==> config.mk <==
export PLATFORM = sky130hd
export DESIGN_NAME = bam_fifo
export DESIGN_NICKNAME = d
export VERILOG_FILES = /design/src/rtl/bam_fifo.sv
export SDC_FILE = /design/constraint.sdc
export NUM_CORES = 1
export LEC_CHECK = 0
export BUFFER_PORTS_ARGS = -buffer_cell sky130_fd_sc_hd__buf_2
export CAP_MARGIN = 20
export CORE_MARGIN = 2
export CORE_UTILIZATION = 52
export DETAILED_ROUTE_END_ITERATION = 16
export GPL_TIMING_DRIVEN = 0
export PLACE_DENSITY_LB_ADDON = 0.08
export SYNTH_ARGS = -nofsm -noshare
export SYNTH_HDL_FRONTEND = slang
export SYNTH_SLANG_ARGS = --single-unit
==> constraint.sdc <==
create_clock -name clk -period 2.5 [get_ports clk]
set_input_delay 0.5 -clock clk [delete_from_list [all_inputs] [get_ports clk]]
set_output_delay 0.5 -clock clk [all_outputs]
set_load 0.05 [all_outputs]
==> src/rtl/bam_fifo.sv <==
`timescale 1ns / 1ps
module bam_fifo #(
	parameter int WIDTH = 8
) (
	input  logic             clk,
	input  logic             arst_n,
	input  logic             push,
	input  logic [WIDTH-1:0] wdata,
	output logic             full,
	input  logic             pop,
	output logic             valid,
	output logic [WIDTH-1:0] rdata
);
	logic [WIDTH-1:0] mem_q [2];
	logic             wp_q;
	logic             rp_q;
	logic [1:0]       cnt_q;

	// store word
	always_ff @(posedge clk) begin
		if (push) begin
			mem_q[wp_q] <= wdata;
		end
	end

	// advance pointers and fill count
	always_ff @(posedge clk or negedge arst_n) begin
		if (!arst_n) begin
			wp_q  <= 1'b0;
			rp_q  <= 1'b0;
			cnt_q <= 2'd0;
		end else begin
			if (push) begin
				wp_q <= ~wp_q;
			end
			if (pop) begin
				rp_q <= ~rp_q;
			end
			if (push && !pop) begin
				cnt_q <= cnt_q + 2'd1;
			end else if (pop && !push) begin
				cnt_q <= cnt_q - 2'd1;
			end
		end
	end

	assign full  = (cnt_q == 2'd2);
	assign valid = (cnt_q != 2'd0);
	assign rdata = mem_q[rp_q];

`ifndef SYNTH
	a_cnt_range: assert property (@(posedge clk) disable iff (!arst_n) cnt_q != 2'd3)
		else $error("queue count out of range");
	a_no_overflow: assert property (@(posedge clk) disable iff (!arst_n) push |-> (!full || pop))
		else $error("queue push while full");
`endif
endmodule

* Yosys cells after proc, flatten, opt, wreduce, memory -nomap -nowiden
Memory sizes are Yosys's and may differ from the RTL's. Index checks and enable logic that the tools add are counted.
Storage, ports and cells: bits in registers 4, memory bits (writable) 16, input port bits 12, output and inout port bits 10, word-level logic and storage cells 19, memories kept 1
Operators by class: add/sub/neg operators 2, equality and inequality tests 1, multiplexer cells 4, bitwise gates (word level) 2, reduce and logical (&&, ||, !) cells 6
Memories:
- mem_q | depth 2, bits a word 8, rd ports 1, clocked after memory_dff 0, wr ports 1, RTL line 14 | logic [WIDTH-1:0] mem_q [2];
Operators by type and width (number):
- 2-to-1 mux 2 bit | 2
- nonzero test 2 bit | 2
- adder 2 x 1 -> 2 bit, second input constant | 1
- == test 2 bit, second input constant | 1
- logical AND 1 bit | 2
- logical NOT 1 bit | 2
- 2-to-1 mux 1 bit | 2
- inverter 1 bit | 2
- subtractor 2 x 1 -> 2 bit, second input constant | 1

* Longest topological paths before layout
Gate-level depths: netlist of the first run.
depth after elaboration 4, depth in mapped cells 5

* Least setup slack after synthesis of the first run
Ideal clock, no wire load.
kind register to output, start point reg rp_q, end point out rdata[0], arrival 0.875 ns, data required time 2.000 ns, slack 1.125 ns, stages on the path, launching flop included 3, path buffers 1, path through dfrtp_1 buf_6 mux2_4
Between the ends: longest elaborated chain between the ends 1
Ends and longest elaborated chain:
- start: declaration | RTL line 16 | logic rp_q;
- start signal: assignment | RTL line 37 | rp_q <= ~rp_q;
- memory read (2 x 8 bit)
- end: declaration | RTL line 12 | output logic [WIDTH-1:0] rdata
Every way passes these cells.

* Worst setup path in the final report of the first run
start point reg rp_q, end point out rdata[6]
The elaborated chain is that of the path after synthesis.

==> results of run 1 <==
synth_stat cells:
master	number	area share
and2_1	1	0.0078
and2b_2	1	0.011
buf_6	1	0.014
dfrtp_1	4	0.12
edfxtp_1	16	0.60
ha_1	1	0.016
inv_1	1	0.0047
mux2_4	8	0.15
nor2_1	1	0.0047
nor2b_1	1	0.0078
or2_1	1	0.0078
xnor2_1	1	0.011
xor2_1	4	0.044
registers in the layout, indices dropped and copies added (netlist names):
name and cells:
wp_q 1, cnt_q 2, rp_q 1, mem_q 16
metal layers:
| metal | up-vias | part of all wire |
|---|---|---|
| li1 | 200 | - |
| met1 | 194 | 0.38 |
| met2 | 11 | 0.56 |
| met3 | 2 | 0.049 |
| met4 | 0 | 0.0081 |
| met5 | - | 0 |
power breakdown:
group | switching (mW) | leakage, nW | internal [mW] | total [mW]
logic | 0.375 | 0.206 | 0.199 | 0.574
clock network | 0.0830 | 0.0154 | 0.0579 | 0.141
registers | 0.0396 | 0.197 | 0.453 | 0.493
total | 0.498 | 0.418 | 0.710 | 1.21
how the worst max path moves through the flow:
stage | to | slack, ps
global placement | mem_q[0][4] | 910
floorplan | rdata[0] | 1120
CTS | rdata[6] | 650
finish | rdata[6] | 660
global route | rdata[6] | 630
detailed placement | mem_q[0][5] | 920
kinds of logic (layout without fill, tap and decap cells):
| family | count (synthesis) | after routing | synth area share |
|---|---|---|---|
| xor+xnor | 5 | 5 | 0.0545 |
| flops | 20 | 20 | 0.723 |
| buf+inv | 2 | 28 | 0.0187 |
| mux | 8 | 8 | 0.150 |
| simple gates | 5 | 5 | 0.0390 |
| fa+ha+maj | 1 | 1 | 0.0156 |
metrics by stage:
step                 util  hold slack [ps]  setup WS, ps  area (um^2)  std cells
global placement    0.631              310           908          928         78
floorplan               -              204          1120          803         41
detailed placement  0.631              310           925          928         78
finish              0.656              397           664          965         83
CTS                 0.656              383           652          965         83
global route        0.656              379           626          965         83
layout make-up:
type,instances,area (um^2),area share
sequential,20,581,0.602
multi-input combinational,19,208,0.215
timing repair buffer,22,115,0.119
clock buffer,3,22.5,0.0233
tap,16,20.0,0.0208
buffer,1,11.3,0.0117
clock inverter,1,3.75,0.00389
inverter,1,3.75,0.00389
==> flow_summary.yaml, run 1 <==
die:
  fp-row-count: 14
  io_pins: 22
  start_util: 0.546
  core_area_um2: 1470
  die_x_um: 43.3
  fp.dieH_um: 43.3
  die_area_um2: 1880
min_path:
  hold_depth: 1
  hold_path.class: "in -> reg"
  hold_end: "mem_q[1][6]"
  hp-start: "wdata[6]"
logic_synthesis:
  synth_seq_cells: 20
  yosysWarnings: 0
  synthCells: 41
  synth_area_um2: 803
  syn-num-nets: 54
  syn_area_per_cell_um2: 19.6
  ys_types: 13
  synth.yosys.seq_area_share: 0.723
timing:
  setup_viol: 0
  slew_headroom: 0.531
  worstMarginPinSlew_ps: 702
  fin_worst_skew_ps: 4.51
  fmax_mhz: 545
  period_needed_ps: 1840
  rsz0062_at_grt: "false"
  period_share: 0.735
  slew_viol_final: 0
  report.final.hold_viol_count: 0
  tns_ps: 0
route:
  wire_per_inst_um: 11.9
  first_pass_iters: 4
  totalWireLength_um: 991
  postRouteAntennaNets: 0
  drt-initial-drc-count: 5
  dr_total_vias: 407
  drcViolationCount: 0
  via_per_inst: 4.90
worst_setup_path:
  end_kind: "output pin"
  critical_path_buf_inv_count: 2
  slowest_stage: "dfrtp_1"
  crit_cells: 3
  crit_family: "flip-flops"
  reg2reg_from: "wp_q"
  path_cells: "buf_6 -> mux2_4 -> buf_2"
  crit_arrival_ps: 1340
  reg2regPathDepth: 1
  crit_path_start_kind: "flip-flop"
  crit_path_max_incr_delay_ps: 390
  critPathMaxFanout: 9
  timing.rr.end: "mem_q[0][7]"
  critPathRequiredTime_ps: 2000
  r2r_setup_slack_ps: 1160
  critPathLaunch: "rp_q"
  worstSetupPathType: "reg -> out"
cells_and_area:
  mostFrequentLayoutCell: "buf_2"
  final_nets: 81
  drive_gt1_frac: 0.507
  layout_common_cells: "21 x buf_2, 16 x edfxtp_1, 8 x mux2_4, 4 x xor2_1, 4 x dfrtp_1"
  diodes: 0
  area_growth_pct: 20.1
  fillCellCount: 116
clock_tree:
  clk_latency_ps: 280
  cts_resized: 0
  clk_pin_slew_ps: 100
  clock_sinks: 20
  cts-buffers-inserted: 3
  clk_path_buf_depth: 2
  cts_hold_buf: 1
  htreeDepth: 1
  post_cts.repair.setup_buffers: 0
  cts_root_buf: "clkbuf_4"
  cts_tree: "done"
power_and_ir_drop:
  power_mw: 1.21
  ir_worst_vdd_v: 0.000685
  p_per_area_nw_per_um2: 1250
  p_leak_nw: 0.418
run_status:
  status: "finished clean"
global_route:
  grt_max_degree: 12
  grt_pass1_wl_um: 1610
  grt_busiest_layer: "met2"
  first_global_vias: 392
  use_met1: 0.130
  grt.met3_usage: 0.0255
  antenna_found_initial: 0
  grt-ovfl-total: 0
  grt_util_met2: 0.215
  track_usage: 0.124
placement:
  numPortBuffers: 21
  place.gp.congestion: 0.563
  hpwl_um: 763
run:
  cap_violations: 0
(Power assumes the default switching activity.)
==> run 2: changes to the inputs <==
--- a/config.mk
+++ b/config.mk
@@ -5,10 +5,11 @@
 export SDC_FILE = /design/constraint.sdc
 export NUM_CORES = 1
 export LEC_CHECK = 0
+export ABC_AREA = 1
 export BUFFER_PORTS_ARGS = -buffer_cell sky130_fd_sc_hd__buf_2
 export CAP_MARGIN = 20
 export CORE_MARGIN = 2
-export CORE_UTILIZATION = 52
+export CORE_UTILIZATION = 44
 export DETAILED_ROUTE_END_ITERATION = 16
 export GPL_TIMING_DRIVEN = 0
 export PLACE_DENSITY_LB_ADDON = 0.08
==> constraint.sdc (replaced) <==
create_clock -name clk -period 1.6 [get_ports clk]
set_input_delay 0.32 -clock clk [delete_from_list [all_inputs] [get_ports clk]]
set_output_delay 0.32 -clock clk [all_outputs]
set_load 0.05 [all_outputs]
==> flow_summary.yaml, run 2 <==
logic_synthesis:
  async_flop_share: 0.200
  synthCells: 50
  netlist.area_leader.share: 0.587
  synth_area_leaders: "edfxtp_1 59%, mux2_4 15%, dfrtp_1 12%"
  synth_area_um2: 818
  synth_edf_count: 16
  syn-num-nets: 63
  synth_flop_cell: "edfxtp_1"
  yosys.area.top_type: "edfxtp_1"
  yosysWarnings: 0
  synth.yosys.seq_area_share: 0.709
  synth_common_cells: "16 x edfxtp_1, 8 x mux2_4, 7 x inv_1"
  synth_seq_cells: 20
  synth_most_common_cell: "edfxtp_1"
  syn_area_per_cell_um2: 16.4
  ys_types: 12
route:
  first_pass_iters: 4
  wire_per_inst_um: 11.2
  postRouteAntennaNets: 0
  totalWireLength_um: 1150
  via_per_inst: 4.54
  drt-initial-drc-count: 4
  drcViolationCount: 0
  dr_total_vias: 463
clock_tree:
  cts_root_buf: "clkbuf_4"
  clock_sinks: 20
  cts-buffers-inserted: 3
  clk_latency_ps: 290
  cts_tree: "done"
  clk_pin_slew_ps: 100
  htreeDepth: 1
  clk_path_buf_depth: 2
worst_setup_path:
  crit_path_start_kind: "flip-flop"
  worstSetupPathType: "reg -> out"
  crit_arrival_ps: 1280
  end_kind: "output pin"
  critPathMaxFanout: 9
  reg2regPathDepth: 1
  critPathRequiredTime_ps: 1280
cells_and_area:
  mostFrequentLayoutCell: "edfxtp_1"
  largest_reg_flops: 16
  top_register: "mem_q"
  final_cells: 102
  area_growth_pct: 28.1
  fillCellCount: 155
  regArea_um2: 581
  reg_top3: "mem_q (16), cnt_q (2)"
  drive_gt1_frac: 0.442
  layout_common_cells: "16 x edfxtp_1, 13 x buf_2, 9 x buf_6, 8 x mux2_4, 7 x inv_1"
  final_nets: 91
  post-route-util: 0.601
  multi_input_area_um2: 200
  diodes: 0
placement:
  placed_cells: 96
  place.gp.congestion: 0.621
  dp_slack_ps: 200
  hpwl_um: 793
  numPortBuffers: 21
timing:
  slew_viol_final: 0
  setup_viol: 5
  report.final.hold_viol_count: 0
  worstMarginPinSlew_ps: 643
  fin_worst_skew_ps: 2.75
  period_share: 1.00
  fmax_mhz: 623
  period_needed_ps: 1600
  rsz0062_at_grt: "true"
  slew_headroom: 0.570
  worst_slack_ps: -4.97
power_and_ir_drop:
  p_per_area_nw_per_um2: 1960
  ir_worst_vdd_v: 0.000883
  p_leak_nw: 0.471
global_route:
  antenna_found_initial: 0
  grt_pass1_wl_um: 1790
  track_usage: 0.124
  grt_max_degree: 12
  grt-ovfl-total: 0
  first_global_vias: 424
die:
  fp.dieH_um: 47.1
  io_pins: 22
  fp-row-count: 15
  core_area_um2: 1750
  die_x_um: 47.1
  start_util: 0.469
  die_area_um2: 2220
run_status:
  violations: "setup timing"
  status: "finished with violations"
run:
  cap_violations: 0
min_path:
  hold_path.class: "in -> reg"
  hold_depth: 1
run 2: cell count changes after synthesis, sizes merged:
cell   delta
xor2      -2
or2       -1
nand4     +1
nor2      +1
inv       +6
nand3     +1
and2      -1
nand2     +6
and2b     -1
nor2b     -1
run 2: timing repair:
action,CTS,global route
setup endpoints to repair,8,8
endpoints found under the hold margin,4,0
buffers inserted,1,0
resized for setup,16,0
hold buffers,1,0
run 2: kinds of logic after synthesis:
kind of cell | count (synthesis) | share of synthesized area
fa+ha+maj | 1 | 0.0153
xor+xnor | 3 | 0.0321
buf+inv | 8 | 0.0459
mux | 8 | 0.147
flops | 20 | 0.709
simple gates | 10 | 0.0505
run 2: path summary, 6_finish.rpt:
kind,slack (ps),from,endpoint
worst max-delay path,-5,rp_q,rdata[0]
worst min-delay path,210,wdata[2],mem_q[1][2]
worst max register to register,310,wp_q,mem_q[0][6]
worst min register to register,490,cnt_q[1],cnt_q[1]
max in group asynchronous,1130,arst_n,rp_q
min in group asynchronous,350,arst_n,cnt_q[0]
run 2: where the power goes:
group / internal [mW] / switching (mW) / leakage (nW) / total [mW]
sequential: 0.707 / 0.0548 / 0.197 / 0.761
clock: 0.0969 / 0.139 / 0.0150 / 0.236
combinational: 0.418 / 0.641 / 0.259 / 1.06
run 2: final cells by class:
class	instances	area share
Buffer	1	0.0107
Clock buffer	4	0.0251
Inverter	7	0.0251
Multi-Input combinational cell	22	0.191
Sequential cell	20	0.554
Tap cell	25	0.0298
Timing Repair Buffer	23	0.165
run 2: metrics by stage:
step | setup TNS, ps | area [um^2] | hold slack [ps] | power (mW)
3_3_place_gp | 0 | 955 | 134 | 1.68
6_report | -11.7 | 1050 | 211 | 2.06
4_1_cts | -101 | 1050 | 202 | 2.07
2_1_floorplan | 0 | 818 | 24.4 | 1.53
5_1_grt | -415 | 1050 | 195 | 2.17
3_5_place_dp | 0 | 955 | 133 | 1.69
run 2: metal layers:
metal | up-vias | global-route usage | share of wire
met5 | - | 0 | 0
met4 | 0 | 0.0500 | 0.015
met1 | 221 | 0.153 | 0.42
met2 | 13 | 0.208 | 0.53
met3 | 2 | 0.0346 | 0.028
li1 | 227 | - | -
run 2: worst max-delay path: stages (launching register included):
cell and delay [ps]:
dfrtp_1 380, buf_6 150, mux2_4 310, buf_6 150
