$ cat src/rtl/bam_pkg.sv
`timescale 1ns / 1ps
package bam_pkg;
	// configuration port
	localparam int CFG_IDX_W = 2;
	localparam int CFG_W     = 13;
	localparam logic [CFG_IDX_W-1:0] REG_IMAGE_WIDTH  = 2'd0;
	localparam logic [CFG_IDX_W-1:0] REG_IMAGE_HEIGHT = 2'd1;
	localparam logic [CFG_IDX_W-1:0] REG_BLOCK_SIZE   = 2'd2;

	localparam logic [12:0] RESET_IMAGE_WIDTH  = 13'd640;
	localparam logic [12:0] RESET_IMAGE_HEIGHT = 13'd480;
	localparam logic [6:0]  RESET_BLOCK_SIZE   = 7'd8;

	// edge search window: requested edge*9/10 .. requested edge*11/10
	localparam int SEARCH_LO_NUM = 9;
	localparam int SEARCH_HI_NUM = 11;
	localparam int SEARCH_DEN    = 10;
	// reciprocal of the window denominator, exact for the products in range
	localparam int RECIP_SHIFT   = 16;
	localparam int RECIP_DEN     = (1 << RECIP_SHIFT) / SEARCH_DEN + 1;

	// payload widths
	localparam int PIX_W   = 8;
	localparam int SUM_W   = 21;
	localparam int COORD_W = 12;
	localparam int EDGE_W  = 7;

	typedef struct packed {
		logic first;
		logic last;
		logic last_cell;
	} bam_flags_t;
endpackage

$ cat src/rtl/bam_front.sv
`timescale 1ns / 1ps
module bam_front #(
	parameter int MAX_WIDTH  = 4096,
	parameter int MAX_HEIGHT = 4096,
	parameter int MAX_BLOCK  = 64,
	parameter int NW         = 13,
	parameter int DW         = 7
) (
	input  logic                              clk,
	input  logic                              arst_n,
	input  logic                              cfg_valid,
	input  logic [bam_pkg::CFG_IDX_W-1:0]     cfg_index,
	input  logic [bam_pkg::CFG_W-1:0]         cfg_data,
	input  logic                              in_valid,
	output logic                              in_stall,
	input  logic [bam_pkg::PIX_W-1:0]         pixel_red,
	input  logic [bam_pkg::PIX_W-1:0]         pixel_green,
	input  logic [bam_pkg::PIX_W-1:0]         pixel_blue,
	input  logic                              frame_start,
	input  logic                              q_full,
	output logic                              q_push,
	output bam_pkg::bam_flags_t               q_flags,
	output logic [NW-1:0]                     q_cx,
	output logic [NW-1:0]                     q_cy,
	output logic [DW-1:0]                     q_d,
	output logic [bam_pkg::PIX_W-1:0]         q_red,
	output logic [bam_pkg::PIX_W-1:0]         q_green,
	output logic [bam_pkg::PIX_W-1:0]         q_blue
);
	import bam_pkg::*;

	localparam int CW = $clog2(NW + 1);
	localparam logic [2:0] S_RUN  = 3'd0;
	localparam logic [2:0] S_PREP = 3'd1;
	localparam logic [2:0] S_DIV  = 3'd2;
	localparam logic [2:0] S_EVAL = 3'd3;
	localparam logic [2:0] S_FDIV = 3'd4;
	localparam logic [2:0] S_DONE = 3'd5;

	logic [12:0]   width_q, height_q;
	logic [6:0]    block_q;
	logic [2:0]    state_q;
	logic          fresh_q, pend_q;
	logic [NW-1:0] w_q, h_q;
	logic [DW-1:0] hi_q, d_q, pick_q;
	logic [DW:0]   best_q;
	logic          have_q;
	logic [NW-1:0] nw_q, nh_q;
	logic [DW-1:0] rw_q, rh_q;
	logic [CW-1:0] cnt_q;
	logic [NW-1:0] frame_w_q, frame_h_q, across_q, down_q;
	logic [DW-1:0] edge_q;
	logic [NW-1:0] x_q, y_q, cx_q, cy_q;
	logic [DW-1:0] ox_q, oy_q;

	logic [31:0]   wv, hv, bv, w_c, h_c, bs_c, lo_p, hi_p, lo_c;
	logic [DW:0]   t_w, t_h, score;
	logic          ge_w, ge_h, better, div_end;
	logic [DW-1:0] rw_n, rh_n, pick_n;
	logic [NW-1:0] nw_n, nh_n;
	logic          in_cell, first, last, last_cell;
	logic          ox_end, oy_end, x_end, y_end;
	logic          need_latch, accept;

	// clamp registers and derive the search window
	always_comb begin
		wv   = 32'(width_q);
		hv   = 32'(height_q);
		bv   = 32'(block_q);
		w_c  = (wv == 32'd0) ? 32'd1 : ((wv > MAX_WIDTH) ? 32'(MAX_WIDTH) : wv);
		h_c  = (hv == 32'd0) ? 32'd1 : ((hv > MAX_HEIGHT) ? 32'(MAX_HEIGHT) : hv);
		bs_c = (bv == 32'd0) ? 32'd1 : ((bv > MAX_BLOCK) ? 32'(MAX_BLOCK) : bv);
		lo_p = (bs_c * 32'(SEARCH_LO_NUM) * 32'(RECIP_DEN)) >> RECIP_SHIFT;
		hi_p = (bs_c * 32'(SEARCH_HI_NUM) * 32'(RECIP_DEN)) >> RECIP_SHIFT;
		lo_c = (lo_p == 32'd0) ? 32'd1 : lo_p;
	end

	// one restoring divide step on width and height
	always_comb begin
		t_w  = {rw_q, nw_q[NW-1]};
		t_h  = {rh_q, nh_q[NW-1]};
		ge_w = (t_w >= {1'b0, d_q});
		ge_h = (t_h >= {1'b0, d_q});
		rw_n = ge_w ? DW'(t_w - {1'b0, d_q}) : DW'(t_w);
		rh_n = ge_h ? DW'(t_h - {1'b0, d_q}) : DW'(t_h);
		nw_n = {nw_q[NW-2:0], ge_w};
		nh_n = {nh_q[NW-2:0], ge_h};
		score  = {1'b0, rw_q} + {1'b0, rh_q};
		better = !have_q || (score < best_q);
		pick_n = better ? d_q : pick_q;
		div_end = (cnt_q == CW'(NW - 1));
	end

	// classify the current raster position
	always_comb begin
		in_cell   = (cx_q < across_q) && (cy_q < down_q);
		ox_end    = (({1'b0, ox_q} + 1'b1) == {1'b0, edge_q});
		oy_end    = (({1'b0, oy_q} + 1'b1) == {1'b0, edge_q});
		x_end     = (({1'b0, x_q} + 1'b1) == {1'b0, frame_w_q});
		y_end     = (({1'b0, y_q} + 1'b1) == {1'b0, frame_h_q});
		first     = (ox_q == '0) && (oy_q == '0);
		last      = ox_end && oy_end;
		last_cell = (({1'b0, cx_q} + 1'b1) == {1'b0, across_q})
			&& (({1'b0, cy_q} + 1'b1) == {1'b0, down_q});
		need_latch = in_valid && frame_start && !fresh_q;
		in_stall   = (state_q != S_RUN) || need_latch || q_full;
		accept     = in_valid && !in_stall;
	end

	// configuration registers
	always_ff @(posedge clk or negedge arst_n) begin
		if (!arst_n) begin
			width_q  <= RESET_IMAGE_WIDTH;
			height_q <= RESET_IMAGE_HEIGHT;
			block_q  <= RESET_BLOCK_SIZE;
		end else if (cfg_valid) begin
			case (cfg_index)
				REG_IMAGE_WIDTH:  width_q  <= cfg_data;
				REG_IMAGE_HEIGHT: height_q <= cfg_data;
				REG_BLOCK_SIZE:   block_q  <= cfg_data[6:0];
				default: ;
			endcase
		end
	end

	// edge search datapath
	always_ff @(posedge clk) begin
		case (state_q)
			S_PREP: begin
				w_q    <= NW'(w_c);
				h_q    <= NW'(h_c);
				hi_q   <= DW'(hi_p);
				d_q    <= DW'(lo_c);
				pick_q <= DW'(bs_c);
				have_q <= 1'b0;
				nw_q   <= NW'(w_c);
				nh_q   <= NW'(h_c);
				rw_q   <= '0;
				rh_q   <= '0;
				cnt_q  <= '0;
			end
			S_DIV, S_FDIV: begin
				nw_q  <= nw_n;
				nh_q  <= nh_n;
				rw_q  <= rw_n;
				rh_q  <= rh_n;
				cnt_q <= cnt_q + 1'b1;
			end
			S_EVAL: begin
				if (better) begin
					best_q <= score;
				end
				pick_q <= pick_n;
				have_q <= 1'b1;
				d_q    <= (d_q == hi_q) ? pick_n : d_q + 1'b1;
				nw_q   <= w_q;
				nh_q   <= h_q;
				rw_q   <= '0;
				rh_q   <= '0;
				cnt_q  <= '0;
			end
			S_DONE: begin
				frame_w_q <= w_q;
				frame_h_q <= h_q;
				across_q  <= nw_q;
				down_q    <= nh_q;
				edge_q    <= d_q;
			end
			default: ;
		endcase
	end

	// sequencer and raster counters
	always_ff @(posedge clk or negedge arst_n) begin
		if (!arst_n) begin
			state_q <= S_PREP;
			fresh_q <= 1'b0;
			pend_q  <= 1'b0;
			x_q     <= '0;
			y_q     <= '0;
			cx_q    <= '0;
			cy_q    <= '0;
			ox_q    <= '0;
			oy_q    <= '0;
		end else begin
			case (state_q)
				S_RUN: begin
					if (accept) begin
						fresh_q <= 1'b0;
						if (x_end) begin
							x_q  <= '0;
							ox_q <= '0;
							cx_q <= '0;
							if (y_end) begin
								y_q     <= '0;
								oy_q    <= '0;
								cy_q    <= '0;
								pend_q  <= 1'b0;
								state_q <= S_PREP;
							end else begin
								y_q <= y_q + 1'b1;
								if (oy_end) begin
									oy_q <= '0;
									cy_q <= cy_q + 1'b1;
								end else begin
									oy_q <= oy_q + 1'b1;
								end
							end
						end else begin
							x_q <= x_q + 1'b1;
							if (ox_end) begin
								ox_q <= '0;
								cx_q <= cx_q + 1'b1;
							end else begin
								ox_q <= ox_q + 1'b1;
							end
						end
					end else if (need_latch) begin
						pend_q  <= 1'b1;
						state_q <= S_PREP;
					end
				end
				S_PREP: state_q <= S_DIV;
				S_DIV: begin
					if (div_end) begin
						state_q <= S_EVAL;
					end
				end
				S_EVAL: state_q <= (d_q == hi_q) ? S_FDIV : S_DIV;
				S_FDIV: begin
					if (div_end) begin
						state_q <= S_DONE;
					end
				end
				S_DONE: begin
					x_q     <= '0;
					y_q     <= '0;
					cx_q    <= '0;
					cy_q    <= '0;
					ox_q    <= '0;
					oy_q    <= '0;
					fresh_q <= pend_q;
					state_q <= S_RUN;
				end
				default: state_q <= S_PREP;
			endcase
		end
	end

	// hand the classified word to the queue
	assign q_push  = accept && in_cell;
	assign q_flags = '{first: first, last: last, last_cell: last_cell};
	assign q_cx    = cx_q;
	assign q_cy    = cy_q;
	assign q_d     = edge_q;
	assign q_red   = pixel_red;
	assign q_green = pixel_green;
	assign q_blue  = pixel_blue;

`ifndef SYNTH
	a_stall_search: assert property (@(posedge clk) disable iff (!arst_n)
		(state_q != S_RUN) |-> in_stall)
		else $error("input taken during edge search");
	a_fresh_run: assert property (@(posedge clk) disable iff (!arst_n)
		fresh_q |-> (state_q == S_RUN))
		else $error("fresh latch outside run state");
`endif
endmodule

$ cat config.mk
export PLATFORM = sky130hd
export DESIGN_NAME = bam_front
export DESIGN_NICKNAME = d
export VERILOG_FILES = /design/src/rtl/bam_pkg.sv /design/src/rtl/bam_front.sv
export SDC_FILE = /design/constraint.sdc
export NUM_CORES = 1
export LEC_CHECK = 0
export BUFFER_PORTS_ARGS = -buffer_cell sky130_fd_sc_hd__buf_2
export CORE_MARGIN = 8
export CORE_UTILIZATION = 62
export DETAILED_ROUTE_END_ITERATION = 6
export GPL_TIMING_DRIVEN = 0
export PLACE_DENSITY_LB_ADDON = 0.05
export SETUP_SLACK_MARGIN = 0.2
export SLEW_MARGIN = 15
export SYNTH_ARGS = -nofsm -noshare
export SYNTH_HDL_FRONTEND = slang
export SYNTH_SLANG_ARGS = --single-unit
$ cat constraint.sdc
create_clock -name clk -period 10.1 [get_ports clk]
set_input_delay 1.01 -clock clk [delete_from_list [all_inputs] [get_ports clk]]
set_output_delay 1.01 -clock clk [all_outputs]
set_load 0.005 [all_outputs]
# Yosys cells after proc, flatten, opt, wreduce, memory -nomap -nowiden

Cells that the tools add are included.
W data, S select, Z words.

Register bits: 263
Logic and storage cells: 182
Output and inout port bits: 62
Input bits: 45

Add/subtract/negate cells: 17
Reductions and logical operators: 40
Order comparisons: 8
Equal/unequal tests: 26
Multiply operators: 4
Muxes and demuxes: 58

Operators with widths:

| kind                     | number |
|---|---|
| $mux W13                 | 16 |
| $pmux W13 S2             | 4 |
| $mux W7                  | 14 |
| $pmux W7 S2              | 6 |
| $pmux W13 S3             | 2 |
| $add A13 B1 Y14 const B  | 4 |
| $eq A14 B13 Y1           | 4 |
| $add A13 B1 Y13 const B  | 4 |
| $logic_not A32 Y1        | 1 |
| $gt A13 B13 Y1 const B   | 2 |
| $logic_not A13 Y1        | 2 |
| $lt A13 B13 Y1           | 2 |
| $mul A11 B12 Y23 const B | 1 |
| $mul A11 B12 Y22 const B | 1 |
| $mul A7 B4 Y11 const B   | 2 |
| $add A7 B1 Y7 const B    | 3 |
| $logic_not A7 Y1         | 3 |
| $mux W3                  | 7 |
| $pmux W3 S6              | 1 |
| $add A7 B1 Y8 const B    | 2 |
| $eq A8 B7 Y1             | 2 |
| $ge A8 B7 Y1             | 2 |
| $ne A3 B3 Y1 const B     | 5 |
| $sub A7 B7 Y7            | 2 |
| other kinds (27)         | 61 |

# Logic depth before layout (Yosys ltp)

Depth in word-level cells: 8
Gate-level depth with buffers: 34
Depth with buffers taken out: 34

# Worst setup path after synthesis

OpenSTA, ideal clock, no wires.

Path type: reg2reg
Start: register block_q[5]
End: register hi_q[5] (data pin)
Library setup time: 0.262 ns
Data required time: 9.838 ns
Arrival: 7.379 ns
Cell stages (with the launch flop): 33
Clock period less this slack: 7.641 ns
Buffers on the path: 0
Slack: 2.459 ns
Path through: dfrtp_1 > nor3_1 > a21oi_1 > nor2_1 > ha_1 > inv_1 > fa_1 > inv_1 > ha_1 > a21oi_1 > nor2_1 > nor2_1 > o21bai_1 > a21oi_1 > nor2b_1 > o21ai_0 > nand2b_1 > ha_1 > inv_1 > fa_1 > fa_1 > fa_1 > fa_1 > inv_1 > ha_1 > nand4_1 > nor3_1 > o21bai_1 > o41ai_1 > o21ai_0 > a31oi_1 > o21bai_1 > xor2_1

Cells in the longest elaborated chain, start to end: 5
Elaborated cells on any way between the ends: 6
Those cells by class: mul (2); order compare (1); mux (2); reduce/logical (1)

RTL lines:

| item                   | line             | RTL |
|---|---|---|
| start, declared        | bam_front.sv:41  | `logic [6:0] block_q;` |
| start signal, assigned | bam_front.sv:120 | `REG_BLOCK_SIZE: block_q <= cfg_data[6:0];` |
| $gt A7 B7 Y1           | bam_front.sv:72  | `bs_c = (bv == 32'd0) ? 32'd1 : ((bv > MAX_BLOCK) ? 32'(MAX_BLOCK) : bv);` |
| $mux W7                | bam_front.sv:72  |  |
| $mux W7 *              | bam_front.sv:72  |  |
| $mul A7 B4 Y11 *       | bam_front.sv:74  | `hi_p = (bs_c * 32'(SEARCH_HI_NUM) * 32'(RECIP_DEN)) >> RECIP_SHIFT;` |
| $mul A11 B12 Y22 *     | bam_front.sv:74  |  |
| net hi_p[5]            | bam_front.sv:56  | `logic [31:0] wv, hv, bv, w_c, h_c, bs_c, lo_p, hi_p, lo_c;` |
| end signal, assigned   | bam_front.sv:132 | `hi_q <= DW'(hi_p);` |
| end, declared          | bam_front.sv:45  | `logic [DW-1:0] hi_q, d_q, pick_q;` |

Mark *: on every way through the listed nets, which the timed path passes. The rest lies on a longest branch.
A chain may end at the register's enable or synchronous reset.

# Final worst setup path

Ends and elaborated chain as after synthesis.

==> results.txt <==
----------------------------------------------------
[Setup path]
  Type of the setup path with the least slack ... reg -> reg
  Startpoint type of the worst setup path ... flop
  Worst-path cell with the longest stage delay ... sky130_fd_sc_hd__nor2_1
  Setup slack, reg-to-reg ... 1.35 ns
  Kind of end point of the critical path ... flop
  Critical register-to-register path endpoint ... hi_q[5]
  Critical path destination ... hi_q[5]
  Required time at the endpoint of the critical path ... ~10 ns
  WP data arrival ... 9.04 ns
  Startpoint of the worst-slack reg-to-reg timing path ... block_q[5]
  Crit path max fanout ... 10
  Worst reg-to-reg path cell count ... 32
  Max incr delay on CP ... roughly 0.7 ns
  CP most frequent cell ... sky130_fd_sc_hd__fa_1
  Critical Path Start ... block_q[5]

[Yosys]
  Area leader, netlist ... sky130_fd_sc_hd__edfxtp_1
  Syn. warnings ... 0
  Count of flip-flops with a built-in enable after synthesis ... around 160
  Most used DFF post-synth ... sky130_fd_sc_hd__edfxtp_1
  Average size of a mapped cell ... 10.2 um^2
  Number of flip-flops and latches in the synthesized netlist ... ~260
  Number of instances in the synthesized netlist ... 1956
  Count of different cell masters after synthesis ... 86
  Proportion of netlist area held by the largest area contributor ... 0.240
  Biggest area contributors in the synthesized netlist ... sky130_fd_sc_hd__edfxtp_1, sky130_fd_sc_hd__ha_1, sky130_fd_sc_hd__dfrtp_1
  Post-synth design cell area ... approximately 20000 um^2
  Sequential element share of the synthesized area ... 0.371
  Proportion of synthesized flip-flops having asynchronous set or reset ... 0.395

[Die]
  Core area ... 31600 um^2
  Site Rows ... 65
  Full die area ... 38100 um^2
  Die H ... between 150 and 200 um
  I/O pins ... 107
  Initial Util ... 0.630
  Die Width ... 195 um

[STA]
  RSZ-0062 raised after global routing ... false
  Ratio of final minimum period to clock period ... 0.866
  Final setup viols ... 0
  Fin Clk Skew ... roughly 0.015 ns
  Total count of max-transition violations in the final report ... 0
  Normalized max-slew margin ... 0.342
  Peak clock frequency supported by timing ... 0.114 GHz
  Post-layout min period ... 8.75 ns
  Transition at the pin with the smallest max-transition slack ... 0.985 ns
  Number of hold violations in the final report ... 0
  Setup total negative slack ... 0 ns

[Detailed routing]
  Total number of vias ... 15.1k
  Detailed-route wire length per cell ... 19.8 um
  DRC violation count after routing ... 0
  Mean number of vias per cell ... 6.04
  First DRT Iteration DRCs ... 1295
  Post-route ant nets ... 0
  Final Routed Wirelength ... roughly 50000 um
  Number of optimization iterations in the first detailed-route pass ... 6

[Global route]
  Vias in the first global route ... 15.0k
  Pin count of the biggest net entering global routing ... 64
  Gr usage total ... 0.255
  Initial antenna violation count ... 0
  Grt total ovfl ... 0
  Wire length of the first global-routing pass ... 79000 um

[Cells and area]
  Seq. cell area ... 7390 um^2
  Layout Nets ... ~2.4k
  Antenna Diode Count ... 0
  Fraction of final layout cells with drive strength greater than 1 ... 0.122
  Synthesis-to-layout area growth ... 10.1%
  Fill cell instance count of the final layout ... ~2.4k
  Area of the multi-input gates ... 11100 um^2

[Run status]
  Status ... completed

[Clocking]
  Clock tree from TritonCTS ... yes
  Cts hold-fix bufs ... 0
  Resize count post-CTS ... 0
  Post-CTS setup repair buffer count ... 0
  H-tree depth ... 1
  Clock transition at the register clock pins on the worst setup and hold paths after CTS ... 0.06 ns
  Maximum clock insertion buffer count ... 3
  Clock latency reported for the late side of the worst-skew pair ... approximately 0.55 ns
  Clock sink total ... 263
  Number of clock buffers inserted by TritonCTS ... 28
  Root buffer cell ... sky130_fd_sc_hd__clkbuf_16

[Placed design]
  HPWL after detailed placement ... about 38000 um
  Weighted congestion at the end of routability-driven global placement ... 0.978
  Buffers added on ports ... slightly above 80

[Worst hold path]
  Type of the worst min-delay path ... in -> async

[Flow run]
  Max-cap check violation count ... 0

----------------------------------------------------
layer usage:
metal	vias up	global-route usage	wire (um)
li1	7163	-	-
met1	7245	0.316	19800
met2	554	0.450	24400
met3	126	0.0306	3240
met4	0	0.101	1960
met5	-	0	0
cell type report:
cell class,instances,share of cell area
Clock inverter,22,0.0132
Clock buffer,30,0.0323
Buffer,102,0.0242
Tap cell,402,0.0229
Sequential cell,263,0.336
Inverter,240,0.0410
Multi-Input combinational cell,1353,0.507
Timing Repair Buffer,87,0.0225
cell usage after synthesis (6+ instances only):
library cell                count
sky130_fd_sc_hd__a21boi_0       7
sky130_fd_sc_hd__o21bai_1       9
sky130_fd_sc_hd__mux2i_1       26
sky130_fd_sc_hd__a31oi_1       30
sky130_fd_sc_hd__o41ai_1        8
sky130_fd_sc_hd__edfxtp_1     159
sky130_fd_sc_hd__and4_1         7
sky130_fd_sc_hd__nand3b_1       6
sky130_fd_sc_hd__xor2_1        55
sky130_fd_sc_hd__mux2_2        36
sky130_fd_sc_hd__nand2_1       95
sky130_fd_sc_hd__a222oi_1      19
sky130_fd_sc_hd__dfstp_2        8
sky130_fd_sc_hd__a211o_1        6
sky130_fd_sc_hd__a41oi_1        9
sky130_fd_sc_hd__inv_1        239
sky130_fd_sc_hd__or3_1          8
sky130_fd_sc_hd__o22ai_1        7
sky130_fd_sc_hd__fa_1          67
sky130_fd_sc_hd__nor2b_1       48
sky130_fd_sc_hd__o31ai_1       13
sky130_fd_sc_hd__a211oi_1      12
sky130_fd_sc_hd__xnor2_1       86
sky130_fd_sc_hd__nand4b_1       9
sky130_fd_sc_hd__nand3_1       56
sky130_fd_sc_hd__and2_1        14
sky130_fd_sc_hd__nor3_1        39
sky130_fd_sc_hd__buf_4         30
sky130_fd_sc_hd__a22o_1         7
sky130_fd_sc_hd__nand4_1       18
sky130_fd_sc_hd__a21o_1        18
sky130_fd_sc_hd__o211ai_1       9
sky130_fd_sc_hd__nor2_1        97
sky130_fd_sc_hd__nor4_1        17
sky130_fd_sc_hd__buf_2         13
sky130_fd_sc_hd__o21ai_0       88
sky130_fd_sc_hd__and3_1        24
sky130_fd_sc_hd__or2_2          8
sky130_fd_sc_hd__dfrtp_1       96
sky130_fd_sc_hd__o2111ai_1      6
sky130_fd_sc_hd__clkbuf_1      55
sky130_fd_sc_hd__nand2b_1      23
sky130_fd_sc_hd__ha_1         215
sky130_fd_sc_hd__a21oi_1       63
sky130_fd_sc_hd__o21a_1        20
per-stage QoR:
stage | hold WS, ns | cell area, um^2 | util | cells | worst slack (ns)
floorplan | 0.425 | 19900 | - | 1958 | 2.46
global placement | 0.434 | 20900 | 0.659 | 2442 | 1.38
detailed placement | 0.436 | 21000 | 0.662 | 2447 | 1.29
CTS | 0.451 | 22000 | 0.694 | 2499 | 1.27
global route | 0.463 | 22000 | 0.694 | 2499 | 0.619
finish | 0.433 | 22000 | 0.694 | 2499 | 1.35
worst min path at each step:
stage | start | to | slack, ns | depth (start not counted)
6_report | arst_n | ox_q[6] | 0.43 | 1
5_1_grt | w_q[12] | frame_w_q[12] | 0.46 | 0
4_1_cts | w_q[12] | frame_w_q[12] | 0.45 | 0
3_5_place_dp | w_q[12] | frame_w_q[12] | 0.44 | 0
3_3_place_gp | w_q[12] | frame_w_q[12] | 0.43 | 0
2_1_floorplan | h_q[10] | frame_h_q[10] | 0.43 | 0
state kept, by name (all words and copies together), names as in the netlist, 7 cells and up:
signal and count:
across_q 13, down_q 13, frame_h_q 13, frame_w_q 13, h_q 13, height_q 13
nh_q 13, nw_q 13, q_cx 13, q_cy 13, w_q 13, width_q 13
x_q 13, y_q 13, best_q 8, block_q 7, d_q 7, hi_q 7
ox_q 7, oy_q 7, pick_q 7, q_d 7, rh_q 7, rw_q 7
cell families after synthesis:
logic type      count (synthesis)  share of synthesized area
compound gates                368                      0.126
xor+xnor                      144                     0.0651
buf+inv                       342                     0.0716
other cells                     1                   0.000188
mux                            62                     0.0334
flops                         263                      0.371
fa+ha+maj                     282                      0.202
simple gates                  494                      0.131
placed cells by master, fill, tap and decap left out, types with 12 or more instances in the layout:
cell	n
sky130_fd_sc_hd__buf_2	94
sky130_fd_sc_hd__ha_1	215
sky130_fd_sc_hd__nor3_1	38
sky130_fd_sc_hd__o31ai_1	13
sky130_fd_sc_hd__a211oi_1	12
sky130_fd_sc_hd__nor2_1	97
sky130_fd_sc_hd__dfrtp_1	96
sky130_fd_sc_hd__a222oi_1	19
sky130_fd_sc_hd__nand2_1	95
sky130_fd_sc_hd__edfxtp_1	159
sky130_fd_sc_hd__a21oi_1	63
sky130_fd_sc_hd__xnor2_1	86
sky130_fd_sc_hd__clkbuf_16	28
sky130_fd_sc_hd__o21ai_0	88
sky130_fd_sc_hd__mux2i_1	26
sky130_fd_sc_hd__nand2b_1	23
sky130_fd_sc_hd__nand4_1	18
sky130_fd_sc_hd__a31oi_1	30
sky130_fd_sc_hd__nand3_1	56
sky130_fd_sc_hd__nor4_1	17
sky130_fd_sc_hd__mux2_2	36
sky130_fd_sc_hd__and3_1	24
sky130_fd_sc_hd__xor2_1	55
sky130_fd_sc_hd__clkbuf_1	55
sky130_fd_sc_hd__inv_1	239
sky130_fd_sc_hd__nor2b_1	48
sky130_fd_sc_hd__fa_1	67
sky130_fd_sc_hd__and2_1	14
sky130_fd_sc_hd__buf_4	33
sky130_fd_sc_hd__o21a_1	20
sky130_fd_sc_hd__a21o_1	18
worst max-delay path, delay by kind of cell, from the launching register on:
| kind | cells | cell delay [ns] |
|---|---|---|
| buf+inv | 4 | 0.23 |
| simple gates | 8 | 1.50 |
| flops | 1 | 0.43 |
| xor+xnor | 1 | 0.15 |
| compound gates | 10 | 2.27 |
| fa+ha+maj | 9 | 3.91 |
Power is left out: the tool's default activity adds up to more than one toggle a clock period on the data nets, which glitch-free logic cannot reach.
